<file path="src/rtl/smt_pkg.sv">
// Shared types and codes for the sorted multiset table and its storage cells.
package smt_pkg;

   // Width of one stored value and of the request/response value fields.
   localparam int VALUE_W = 32;
   localparam int ACTION_W = 2;
   localparam int STATUS_W = 2;
   localparam int INDEX_W = 8;
   localparam int COUNT_W = 9;

   // Request action codes.
   localparam logic [ACTION_W-1:0] ACT_INSERT = 2'd0;
   localparam logic [ACTION_W-1:0] ACT_DELETE = 2'd1;
   localparam logic [ACTION_W-1:0] ACT_READ = 2'd2;

   // Response status codes.
   localparam logic [STATUS_W-1:0] ST_OK = 2'd0;
   localparam logic [STATUS_W-1:0] ST_FULL = 2'd1;
   localparam logic [STATUS_W-1:0] ST_NOT_FOUND = 2'd2;
   localparam logic [STATUS_W-1:0] ST_BAD_INDEX = 2'd3;

   // Operation broadcast to every cell of the chain.
   typedef enum logic [1:0] {
      CELL_HOLD,
      CELL_INSERT,
      CELL_REMOVE
   } cell_op_type;

   // Command bundle driven by the controller into the cell chain.
   typedef struct packed {
      cell_op_type op;
      logic signed [VALUE_W-1:0] value;
   } cell_cmd_type;

endpackage

</file>
<file path="src/rtl/smt_cell.sv">
// One storage cell of the sorted chain: holds a single entry and trades it with its neighbors.
module smt_cell (
   input  logic clock,
   input  smt_pkg::cell_cmd_type cmd,
   input  logic occupied,
   input  logic selected,
   input  logic prev_gt,
   input  logic signed [smt_pkg::VALUE_W-1:0] prev_entry,
   input  logic signed [smt_pkg::VALUE_W-1:0] next_entry,
   output logic signed [smt_pkg::VALUE_W-1:0] entry,
   output logic gt,
   output logic match,
   output logic [smt_pkg::VALUE_W-1:0] rd_data
);
   import smt_pkg::*;

   logic signed [VALUE_W-1:0] entry_ff;
   logic signed [VALUE_W-1:0] entry_in;

   // Local comparisons against the broadcast value.
   assign gt = occupied && (entry_ff > cmd.value);
   assign match = occupied && (entry_ff == cmd.value);
   assign entry = entry_ff;
   assign rd_data = selected ? entry_ff : '0;

   // Insert opens a slot after the larger entries; remove pulls the right neighbor in.
   always_comb begin
      entry_in = entry_ff;
      case (cmd.op)
         CELL_INSERT: begin
            if (!gt) begin
               if (prev_gt) begin
                  entry_in = cmd.value;
               end else begin
                  entry_in = prev_entry;
               end
            end
         end
         CELL_REMOVE: begin
            if (occupied && !gt) begin
               entry_in = next_entry;
            end
         end
         default: begin
            entry_in = entry_ff;
         end
      endcase
   end

   // The entry payload needs no reset; the fill count marks what is valid.
   always_ff @(posedge clock) begin
      entry_ff <= entry_in;
   end

endmodule

</file>
<file path="config.mk">
export PLATFORM = sky130hd
export DESIGN_NAME = smt_cell
export DESIGN_NICKNAME = d
export VERILOG_FILES = /design/src/rtl/smt_pkg.sv /design/src/rtl/smt_cell.sv
export SDC_FILE = /design/constraint.sdc
export NUM_CORES = 1
export LEC_CHECK = 0
export BUFFER_PORTS_ARGS = -buffer_cell sky130_fd_sc_hd__buf_2
export CAP_MARGIN = 15
export CELL_PAD_IN_SITES_DETAIL_PLACEMENT = 2
export CELL_PAD_IN_SITES_GLOBAL_PLACEMENT = 2
export CORE_ASPECT_RATIO = 1.75
export CORE_MARGIN = 3
export CORE_UTILIZATION = 23
export CTS_CLUSTER_DIAMETER = 150
export DETAILED_ROUTE_END_ITERATION = 6
export GPL_TIMING_DRIVEN = 0
export PLACE_DENSITY_LB_ADDON = 0.3
export RECOVER_POWER = 100
export SLEW_MARGIN = 10
export SYNTH_ARGS = -nofsm -noshare
export SYNTH_HDL_FRONTEND = slang
export SYNTH_SLANG_ARGS = --single-unit
</file>
<file path="constraint.sdc">
create_clock -name clock -period 3.35 [get_ports clock]
set_input_delay 0.335 -clock clock [delete_from_list [all_inputs] [get_ports clock]]
set_output_delay 0.335 -clock clock [all_outputs]
set_load 0.03 [all_outputs]
</file>
==> results of run 1 <==
## area by class of cell
type                       count  area share
multi-input combinational    218       0.406
sequential                    32       0.253
timing repair buffer         167       0.207
tap                          132      0.0435
clock buffer                   6      0.0340
inverter                      33      0.0327
buffer                        14      0.0139
clock inverter                 2     0.00924
## power groups by stage
stage                     Sequential [mW]  Combinational [mW]  Clock [mW]
after CTS                           0.520               0.518       0.550
final                               0.520               0.486       0.540
after detailed placement            0.529               0.514           0
after floorplan                     0.586               0.245           0
after global routing                0.525               0.539       0.565
after global placement              0.528               0.490           0
## worst min path at each step
stage,cells after the start,from,endpoint
floorplan,2,next_entry[0],entry[0]
global placement,3,next_entry[19],entry[19]
detailed placement,3,next_entry[26],entry[26]
CTS,3,next_entry[19],entry[19]
global route,3,next_entry[30],entry[30]
finish,3,next_entry[27],entry[27]
## synthesized netlist by cell type, drive strengths merged
| cell | number | area share |
|---|---|---|
| nand2 | 41 | 0.057 |
| o21ai | 36 | 0.067 |
| inv | 33 | 0.046 |
| and2 | 32 | 0.075 |
| edfxtp | 32 | 0.36 |
| ha | 32 | 0.15 |
| mux2i | 32 | 0.12 |
| a21oi | 13 | 0.026 |
| clkbuf | 8 | 0.011 |
| nand4 | 8 | 0.021 |
| buf | 6 | 0.0084 |
| nand3 | 4 | 0.0075 |
| nor4 | 3 | 0.0070 |
| a21o | 2 | 0.0056 |
| a221o | 2 | 0.0075 |
| and3 | 2 | 0.0047 |
| nor2 | 2 | 0.0028 |
| nor2b | 2 | 0.0047 |
| a2111oi | 1 | 0.0033 |
| a211o | 1 | 0.0033 |
| nor3 | 1 | 0.0019 |
| o2111ai | 1 | 0.0033 |
| o211ai | 1 | 0.0028 |
| o31a | 1 | 0.0033 |
| or3 | 1 | 0.0023 |
## worst reg2reg max path: stages (launching register included)
cell	delay [ns]
edfxtp_1	0.44
ha_1	0.34
nand4_1	0.20
nor2_1	0.08
a221o_1	0.34
o31a_1	0.30
o2111ai_1	0.20
and3_2	0.56
buf_16	0.23
## metrics by stage
step / cell area, sq um / utilization
after global routing: 3790 / 0.338
final: 3790 / 0.338
after CTS: 3870 / 0.344
after detailed placement: 3700 / 0.330
after floorplan: 2680 / -
after global placement: 3670 / 0.327
## cells in the final DEF, fill, tap and decap left out, types with 12 or more instances in the layout
cell type / instances
buf_2: 107
clkbuf_1: 72
nand2_1: 41
inv_1: 33
mux2i_1: 32
ha_1: 32
edfxtp_1: 32
o21ai_0: 30
and2_1: 25
a21oi_1: 12
## kinds of logic (layout without fill, tap and decap cells)
family / Yosys count / after routing / synth area share
flip-flops: 32 / 32 / 0.359
multiplexers: 32 / 32 / 0.120
buffers and inverters: 47 / 222 / 0.0659
adder cells (fa/ha/maj): 32 / 32 / 0.150
AND/OR/NAND/NOR: 96 / 96 / 0.184
AO/OA/AOI/OAI: 58 / 58 / 0.122
## metal layers
metal / track usage / part of all wire / vias up
li1: - / - / 1389
met1: 0.161 / 0.34 / 1386
met2: 0.362 / 0.61 / 88
met3: 0.0210 / 0.038 / 12
met4: 0.0430 / 0.018 / 0
met5: 0 / 0 / -
==> impl_metrics.ini, run 1 <==
[die]
ios = 168
coreArea_sq_um = 11200
row_count = 51
initial_core_util = 0.238
die_w_um = 87.6
dieArea_sq_um = 13000
die_h_um = 149

[synthesis]
synth.cell_area_sq_um = 2680
syn_area_per_cell_sq_um = 9.02
synth_cell_type_count = 28
seq_area_frac_synth = 0.359
syn_nets = 431
synth-seq-cells = 32
synth_cells = 297
yosys_warnings = 0

[grt]
grt.total_usage = 0.171
grt_pass1_wl_um = 17000
grt_pass1_vias = 3304
antenna_found_initial = 0
gr-total-overflow = 0
grt_start_max_net_pins = 18

[clocking]
ctsResizeCount = 0
numCtsBuffers = 5
postCtsSetupBuffers = 0
hold_buffers = 0
root_buffer = clkbuf_16
clk_latency_ns = 0.28
h-tree-depth = 2
clkSlewWorstSetupHoldPaths_ns = 0.06
cts_buffer_depth = 2
numClockSinks = 32
cts_tree = yes

[finish]
area_growth_syn_to_layout_pct = 41.6
antennaDiodeCount = 0
fin_cells = 604
largest_register_ffs = 32
nets = 605
register_area_sq_um = 961
multiInputGateArea_sq_um = 1540
drive_above_1_share = 0.250
nFillCells = 1349

[timing]
rsz0062_at_grt = no
timing_hold_violations_final = 0
maxSlewViolCount = 0
setup_violations = 0
worst-slew-pin-transition_ns = 0.912
period_needed_ns = 3.02
holdWs_ns = 0.331
tns_ns = 0
setup_slack_ns = 0.328
fmaxAchievable_mhz = 331
skew_ns = 0.00722
min_period_over_period = 0.902
maxSlewHeadroom = 0.392

[place]
dpl.hpwl_um = 9250
dp.cells = 596
post-place-ws_ns = 0.286
gp_congestion = 0.746
io_buffer_count = 166

[routing]
drtPass1Iterations = 3
ant_nets = 0
wl_per_cell_um = 18.3
via_count = 2875
drt_wl_total_um = 11100
drtIter0Drc = 83
viasPerCell = 4.76
drc = 0

[power_and_ir_drop]
total_power_mw = 1.55
share_comb_of_total_power = 0.314
p_leak_nw = 1.80
sw_frac_of_total = 0.345
p_int_mw = 1.01
switching_power_uw = 534
p_per_area_nw_per_um2 = 408
clockPowerShare = 0.349
seqPwrFrac = 0.336
ir_drop_mv = 0.194

[setup_path]
critPathMaxStageDelay_ns = 0.44
cp_top_family = simple AND/OR/NAND/NOR gates
arrival_ns = 2.69
worstPathMaxFanout = 5
path_class = reg -> out
reg2reg_to = entry[2]
reg2reg_depth = 8
worst-r2r-setup-slack_ns = 0.35
endpoint_kind = output port
crit_start = entry[31]
worst-path-buf-inv = 1
required_ns = 3.01
critical_path.cell_chain = ha_1 > nand4_2 > nor2_1 > a221o_1 > a211o_1 > or3_1 > nand2_1 > clkbuf_1
r2r_start = entry[14]
crit_path_end = gt
crit_slowest_cell = edfxtp_1
path_depth = 8
worstSetupStartpointType = flip-flop

[flow_run]
drv_cap = 0

[run_status]
status = finished, final reports clean

[worst_hold_path]
hold_path_class = in -> reg
No activity file was read; power rests on OpenSTA's default activity.
==> run 2, diff against run 1 <==
--- a/config.mk
+++ b/config.mk
@@ -5,13 +5,14 @@
 export SDC_FILE = /design/constraint.sdc
 export NUM_CORES = 1
 export LEC_CHECK = 0
+export ABC_AREA = 1
 export BUFFER_PORTS_ARGS = -buffer_cell sky130_fd_sc_hd__buf_2
 export CAP_MARGIN = 15
 export CELL_PAD_IN_SITES_DETAIL_PLACEMENT = 2
 export CELL_PAD_IN_SITES_GLOBAL_PLACEMENT = 2
 export CORE_ASPECT_RATIO = 1.75
 export CORE_MARGIN = 3
-export CORE_UTILIZATION = 23
+export CORE_UTILIZATION = 22
 export CTS_CLUSTER_DIAMETER = 150
 export DETAILED_ROUTE_END_ITERATION = 6
 export GPL_TIMING_DRIVEN = 0
==> run 2 against run 1 <==
Design area is 5.5% higher; sequential cell count stayed put; worst hold slack improved by 0.036 ns; critical path depth rose by 5; non-clock buffer count grew 3; synthesized area up 7.9%; maximum frequency grew 5.5%; sequential power is essentially flat; clock power is 16% lower; largest power group is now sequential cells.
==> impl_metrics.ini, run 2 <==
[die]
coreArea_sq_um = 12600
dieArea_sq_um = 14600
initial_core_util = 0.229
row_count = 54
ios = 168
die_h_um = 158
die_w_um = 92.6

[timing]
maxSlewHeadroom = 0.494
maxSlewViolCount = 0
tns_ns = 0
period_needed_ns = 2.86
rsz0062_at_grt = no
worst-slew-pin-transition_ns = 0.757
setup_slack_ns = 0.487
min_period_over_period = 0.855
timing_hold_violations_final = 0
skew_ns = 0.00256
fmaxAchievable_mhz = 349
setup_violations = 0

[routing]
viasPerCell = 4.45
drtIter0Drc = 79
drc = 0
wl_per_cell_um = 16.3
drtPass1Iterations = 4
drt_wl_total_um = 12100
via_count = 3305
ant_nets = 0

[power_and_ir_drop]
ir_drop_mv = 0.171
p_per_area_nw_per_um2 = 372
switching_power_uw = 567
p_int_uw = 924
seqPwrFrac = 0.348
sw_frac_of_total = 0.380
share_comb_of_total_power = 0.346
clockPowerShare = 0.306
p_leak_nw = 2.17

[clocking]
numCtsBuffers = 5
cts_tree = yes
cts_buffer_depth = 2
clkSlewWorstSetupHoldPaths_ns = 0.06
numClockSinks = 32
postCtsSetupBuffers = 0
clk_latency_ns = 0.28
ctsResizeCount = 0
hold_buffers = 0
h-tree-depth = 2
root_buffer = clkbuf_16

[setup_path]
cp_top_family = compound AO/OA/AOI/OAI gates
crit_slowest_cell = a21oi_4
critPathMaxStageDelay_ns = 0.63
worst-r2r-setup-slack_ns = 0.49
worst-path-buf-inv = 1
critical_path.cell_chain = ha_1 > nand2_1 > nand2_1 > nand2_1 > nand2_1 > nand2_1 > nand3_2 > a21oi_1 > nand2_1 > nand2_1 > nand2_1 > a21oi_4 > buf_16
required_ns = 3.34
path_class = reg -> reg
timing.critical_path.mode_cell = nand2_1
worstPathMaxFanout = 17
endpoint_kind = flip-flop
worstSetupStartpointType = flip-flop
arrival_ns = 2.85

[place]
placed_cell_area_sq_um = 3970
io_buffer_count = 166
gp_congestion = 0.744
post-place-ws_ns = 0.473
dpl.hpwl_um = 10100
dp.cells = 735

[flow_run]
drv_cap = 0

[finish]
final_cell_area_sq_um = 4000
area_growth_syn_to_layout_pct = 38.6
largest_register_ffs = 32
layout_commonest_cell = inv_1
fin_util = 0.317
nets = 708
fin_cells = 742
layout_common_cells = inv_1, buf_2, nand2_1, clkbuf_1
antennaDiodeCount = 0
drive_above_1_share = 0.214

[synthesis]
syn_area_per_cell_sq_um = 7.22
syn_nets = 534
synth_cell_type_count = 26
seq_area_frac_synth = 0.333
synth-seq-cells = 32
yosys-top-cells-area = edfxtp_1, ha_1, inv_1
yosysTopAreaCellShare = 0.333
synth_cells = 400
yosysMostFrequentCell = inv_1
async_flop_share = 0
synth_edf_count = 32
yosys_warnings = 0
ys.flop_type = edfxtp_1
synth.cell_area_sq_um = 2890
synth_common_cells = inv_1, nand2_1, edfxtp_1, ha_1
netlist.top_cell.by_area = edfxtp_1

[grt]
antenna_found_initial = 0
gr-total-overflow = 0
grt_pass1_wl_um = 18900
grt_start_max_net_pins = 18
grt_pass1_vias = 3804
grt.total_usage = 0.168

[worst_hold_path]
hold_path_class = in -> reg

[run_status]
status = finished, final reports clean
-- run 2: cell families after synthesis --
group                    Yosys count  share of synthesized area
AND/OR/NAND/NOR                  129                      0.189
adder cells (fa/ha/maj)           32                      0.139
AO/OA/AOI/OAI                     83                      0.176
flip-flops                        32                      0.333
buffers and inverters            124                      0.163
-- run 2: cell type report --
class / instances / area (sq um)
Tap cell: 168 / 210
Clock inverter: 2 / 7.51
Sequential cell: 32 / 961
Clock buffer: 5 / 125
Inverter: 107 / 402
Timing Repair Buffer: 167 / 776
Buffer: 17 / 66.3
Multi-Input combinational cell: 244 / 1460
Fill cell: 1617 / 8630
-- run 2: tightest hold or removal path: stages --
cell	delay [ns]
buf_2	0.07
o211ai_1	0.06
o21ai_0	0.06
-- run 2: metal layers --
metal | part of all wire | up-vias | track usage
li1 | - | 1616 | -
met1 | 0.34 | 1580 | 0.154
met2 | 0.59 | 101 | 0.357
met3 | 0.054 | 8 | 0.0344
met4 | 0.012 | 0 | 0.0446
met5 | 0 | - | 0
-- run 2: final timing paths --
path                            cells past startpoint            from   endpoint
worst max-delay path                               13       entry[17]  entry[17]
worst min-delay path                                3  prev_entry[14]  entry[14]
worst min register to register                      4       entry[31]  entry[28]
worst max register to register                     13       entry[17]  entry[17]
-- run 2: power by group through the flow --
stage	Clock [mW]	Sequential (mW)	Combinational, mW
2_1_floorplan	0	0.584	0.276
3_3_place_gp	0	0.527	0.521
3_5_place_dp	0	0.528	0.551
4_1_cts	0.460	0.519	0.553
5_1_grt	0.475	0.525	0.583
6_report	0.456	0.519	0.515
-- run 2: metrics by stage --
step | power [mW] | hold WS [ns]
2_1_floorplan | 0.860 | 0.550
3_3_place_gp | 1.05 | 0.656
3_5_place_dp | 1.08 | 0.667
4_1_cts | 1.53 | 0.374
5_1_grt | 1.58 | 0.382
6_report | 1.49 | 0.367
==> run 3, diff against run 2 <==
--- a/config.mk
+++ b/config.mk
@@ -8,14 +8,16 @@
 export ABC_AREA = 1
 export BUFFER_PORTS_ARGS = -buffer_cell sky130_fd_sc_hd__buf_2
 export CAP_MARGIN = 15
-export CELL_PAD_IN_SITES_DETAIL_PLACEMENT = 2
-export CELL_PAD_IN_SITES_GLOBAL_PLACEMENT = 2
+export CELL_PAD_IN_SITES_DETAIL_PLACEMENT = 0
+export CELL_PAD_IN_SITES_GLOBAL_PLACEMENT = 1
 export CORE_ASPECT_RATIO = 1.75
 export CORE_MARGIN = 3
-export CORE_UTILIZATION = 22
+export CORE_UTILIZATION = 30
+export CTS_BUF_LIST = sky130_fd_sc_hd__clkbuf_16
 export CTS_CLUSTER_DIAMETER = 150
 export DETAILED_ROUTE_END_ITERATION = 6
 export GPL_TIMING_DRIVEN = 0
+export MAX_ROUTING_LAYER = met4
 export PLACE_DENSITY_LB_ADDON = 0.3
 export RECOVER_POWER = 100
 export SLEW_MARGIN = 10
==> run 3 against run 2 <==
Sequential cell count is the same; first-iteration DRC count shrank 18%; design area shrank 1.6%; worst setup slack gained 0.20 ns; maximum frequency grew 7.4%; utilization grew 11 points; worst hold slack lost 0.0032 ns; combinational power shrank 4.3%.
==> impl_metrics.ini, run 3 (synthesized netlist as in run 2, its figures left out) <==
[run_status]
status = finished, final reports clean

[timing]
setup_slack_ns = 0.684
maxSlewViolCount = 0
skew_ns = 0.00323
worst-slew-pin-transition_ns = 0.546
min_period_over_period = 0.796
rsz0062_at_grt = no
setup_violations = 0
period_needed_ns = 2.67
maxSlewHeadroom = 0.636
timing_hold_violations_final = 0
fmaxAchievable_mhz = 375

[place]
post-place-ws_ns = 0.770
io_buffer_count = 166
dp.cells = 687
gp_congestion = 0.785
dpl.hpwl_um = 7640
placed_cell_area_sq_um = 3900

[finish]
drive_above_1_share = 0.214
largest_register_ffs = 32
layout_commonest_cell = inv_1
antennaDiodeCount = 0
fin_util = 0.428
nets = 708
final_cell_area_sq_um = 3940
area_growth_syn_to_layout_pct = 36.4
layout_common_cells = inv_1, buf_2, nand2_1, clkbuf_1
fin_cells = 695

[routing]
drt_wl_total_um = 9390
wl_per_cell_um = 13.5
drtIter0Drc = 65
drtPass1Iterations = 4
via_count = 3085
viasPerCell = 4.44
drc = 0
ant_nets = 0

[die]
die_w_um = 80.2
coreArea_sq_um = 9210
row_count = 46
die_h_um = 136
dieArea_sq_um = 10900
ios = 168
initial_core_util = 0.314

[worst_hold_path]
hold_path_class = in -> reg
hold_start = next_entry[31]

[power_and_ir_drop]
share_comb_of_total_power = 0.339
switching_power_uw = 530
p_per_area_nw_per_um2 = 369
p_int_uw = 921
seqPwrFrac = 0.356
p_leak_nw = 2.17
clockPowerShare = 0.304
total_power_mw = 1.45
ir_drop_mv = 0.218
sw_frac_of_total = 0.365

[setup_path]
r2r_start = entry[17]
worstSetupStartpointType = flip-flop
worstPathMaxFanout = 3
worst-r2r-setup-slack_ns = 0.83
endpoint_kind = output port
path_class = reg -> out
required_ns = 3.01
arrival_ns = 2.33
crit_start = entry[17]

[grt]
use_met2 = 0.336
grtUsageMet3 = 0.0280
use_met1 = 0.186
busiest_layer = met2
grt_pass1_vias = 3118
grt_pass1_wl_um = 14500
grt.total_usage = 0.178
antenna_found_initial = 0
gr-total-overflow = 0
grt_start_max_net_pins = 24

[clocking]
cts_tree = yes
cts_buffer_depth = 2
ctsResizeCount = 0
numCtsBuffers = 5
numClockSinks = 32
root_buffer = clkbuf_16
h-tree-depth = 2
postCtsSetupBuffers = 0
clk_latency_ns = 0.28
hold_buffers = 0
clkSlewWorstSetupHoldPaths_ns = 0.06

[flow_run]
drv_cap = 0
run 3: cell count changes in the layout (fill, tap and decap cells not counted):
cell      change
buf_12        +1
buf_16        -1
clkinv_1      -1
inv_1         +2
or2_0         -1
or2_1         +1
run 3: power groups by stage:
stage	Combinational, mW	Clock [mW]	Sequential [mW]
floorplan	0.276	0	0.584
global placement	0.510	0	0.526
detailed placement	0.523	0	0.526
CTS	0.526	0.455	0.517
global route	0.553	0.464	0.523
finish	0.493	0.441	0.517
run 3: path summary, 6_finish.rpt:
check	to	depth (start not counted)
worst min register to register	entry[25]	4
worst max-delay path	gt	13
worst min-delay path	entry[31]	3
worst max register to register	entry[15]	13
run 3: per-layer routing:
| metal | part of all wire | vias up |
|---|---|---|
| met5 | 0 | - |
| met4 | 0.017 | 0 |
| met3 | 0.062 | 10 |
| met2 | 0.54 | 111 |
| met1 | 0.38 | 1354 |
| li1 | - | 1610 |
run 3: layout make-up:
class / instances / area [sq um]
flip-flops and latches: 32 / 961
plain buffers: 17 / 66.3
fillers: 1041 / 5270
clock inverters: 3 / 11.3
clock buffers: 5 / 125
inverters: 107 / 402
repair buffers: 167 / 768
multi-input cells: 244 / 1460
well taps: 120 / 150
run 3: metrics by stage:
step | TNS, ns | hold slack [ns]
3_3_place_gp | -8.07 | 0.640
6_report | 0 | 0.364
5_1_grt | 0 | 0.370
4_1_cts | 0 | 0.357
2_1_floorplan | 0 | 0.550
3_5_place_dp | 0 | 0.647
run 3: worst max-delay path, cell delays in order, from the launching register on:
cell and delay, ns:
edfxtp_1 0.43, ha_1 0.35, nand2_1 0.08, nand2_1 0.05, nand2_1 0.05, nand2_1 0.04, nand2_1 0.08, nand3_2 0.07
a21oi_1 0.20, nand3_1 0.10, nand2_1 0.13, nand2_1 0.08, nor2_2 0.07, clkbuf_1 0.33
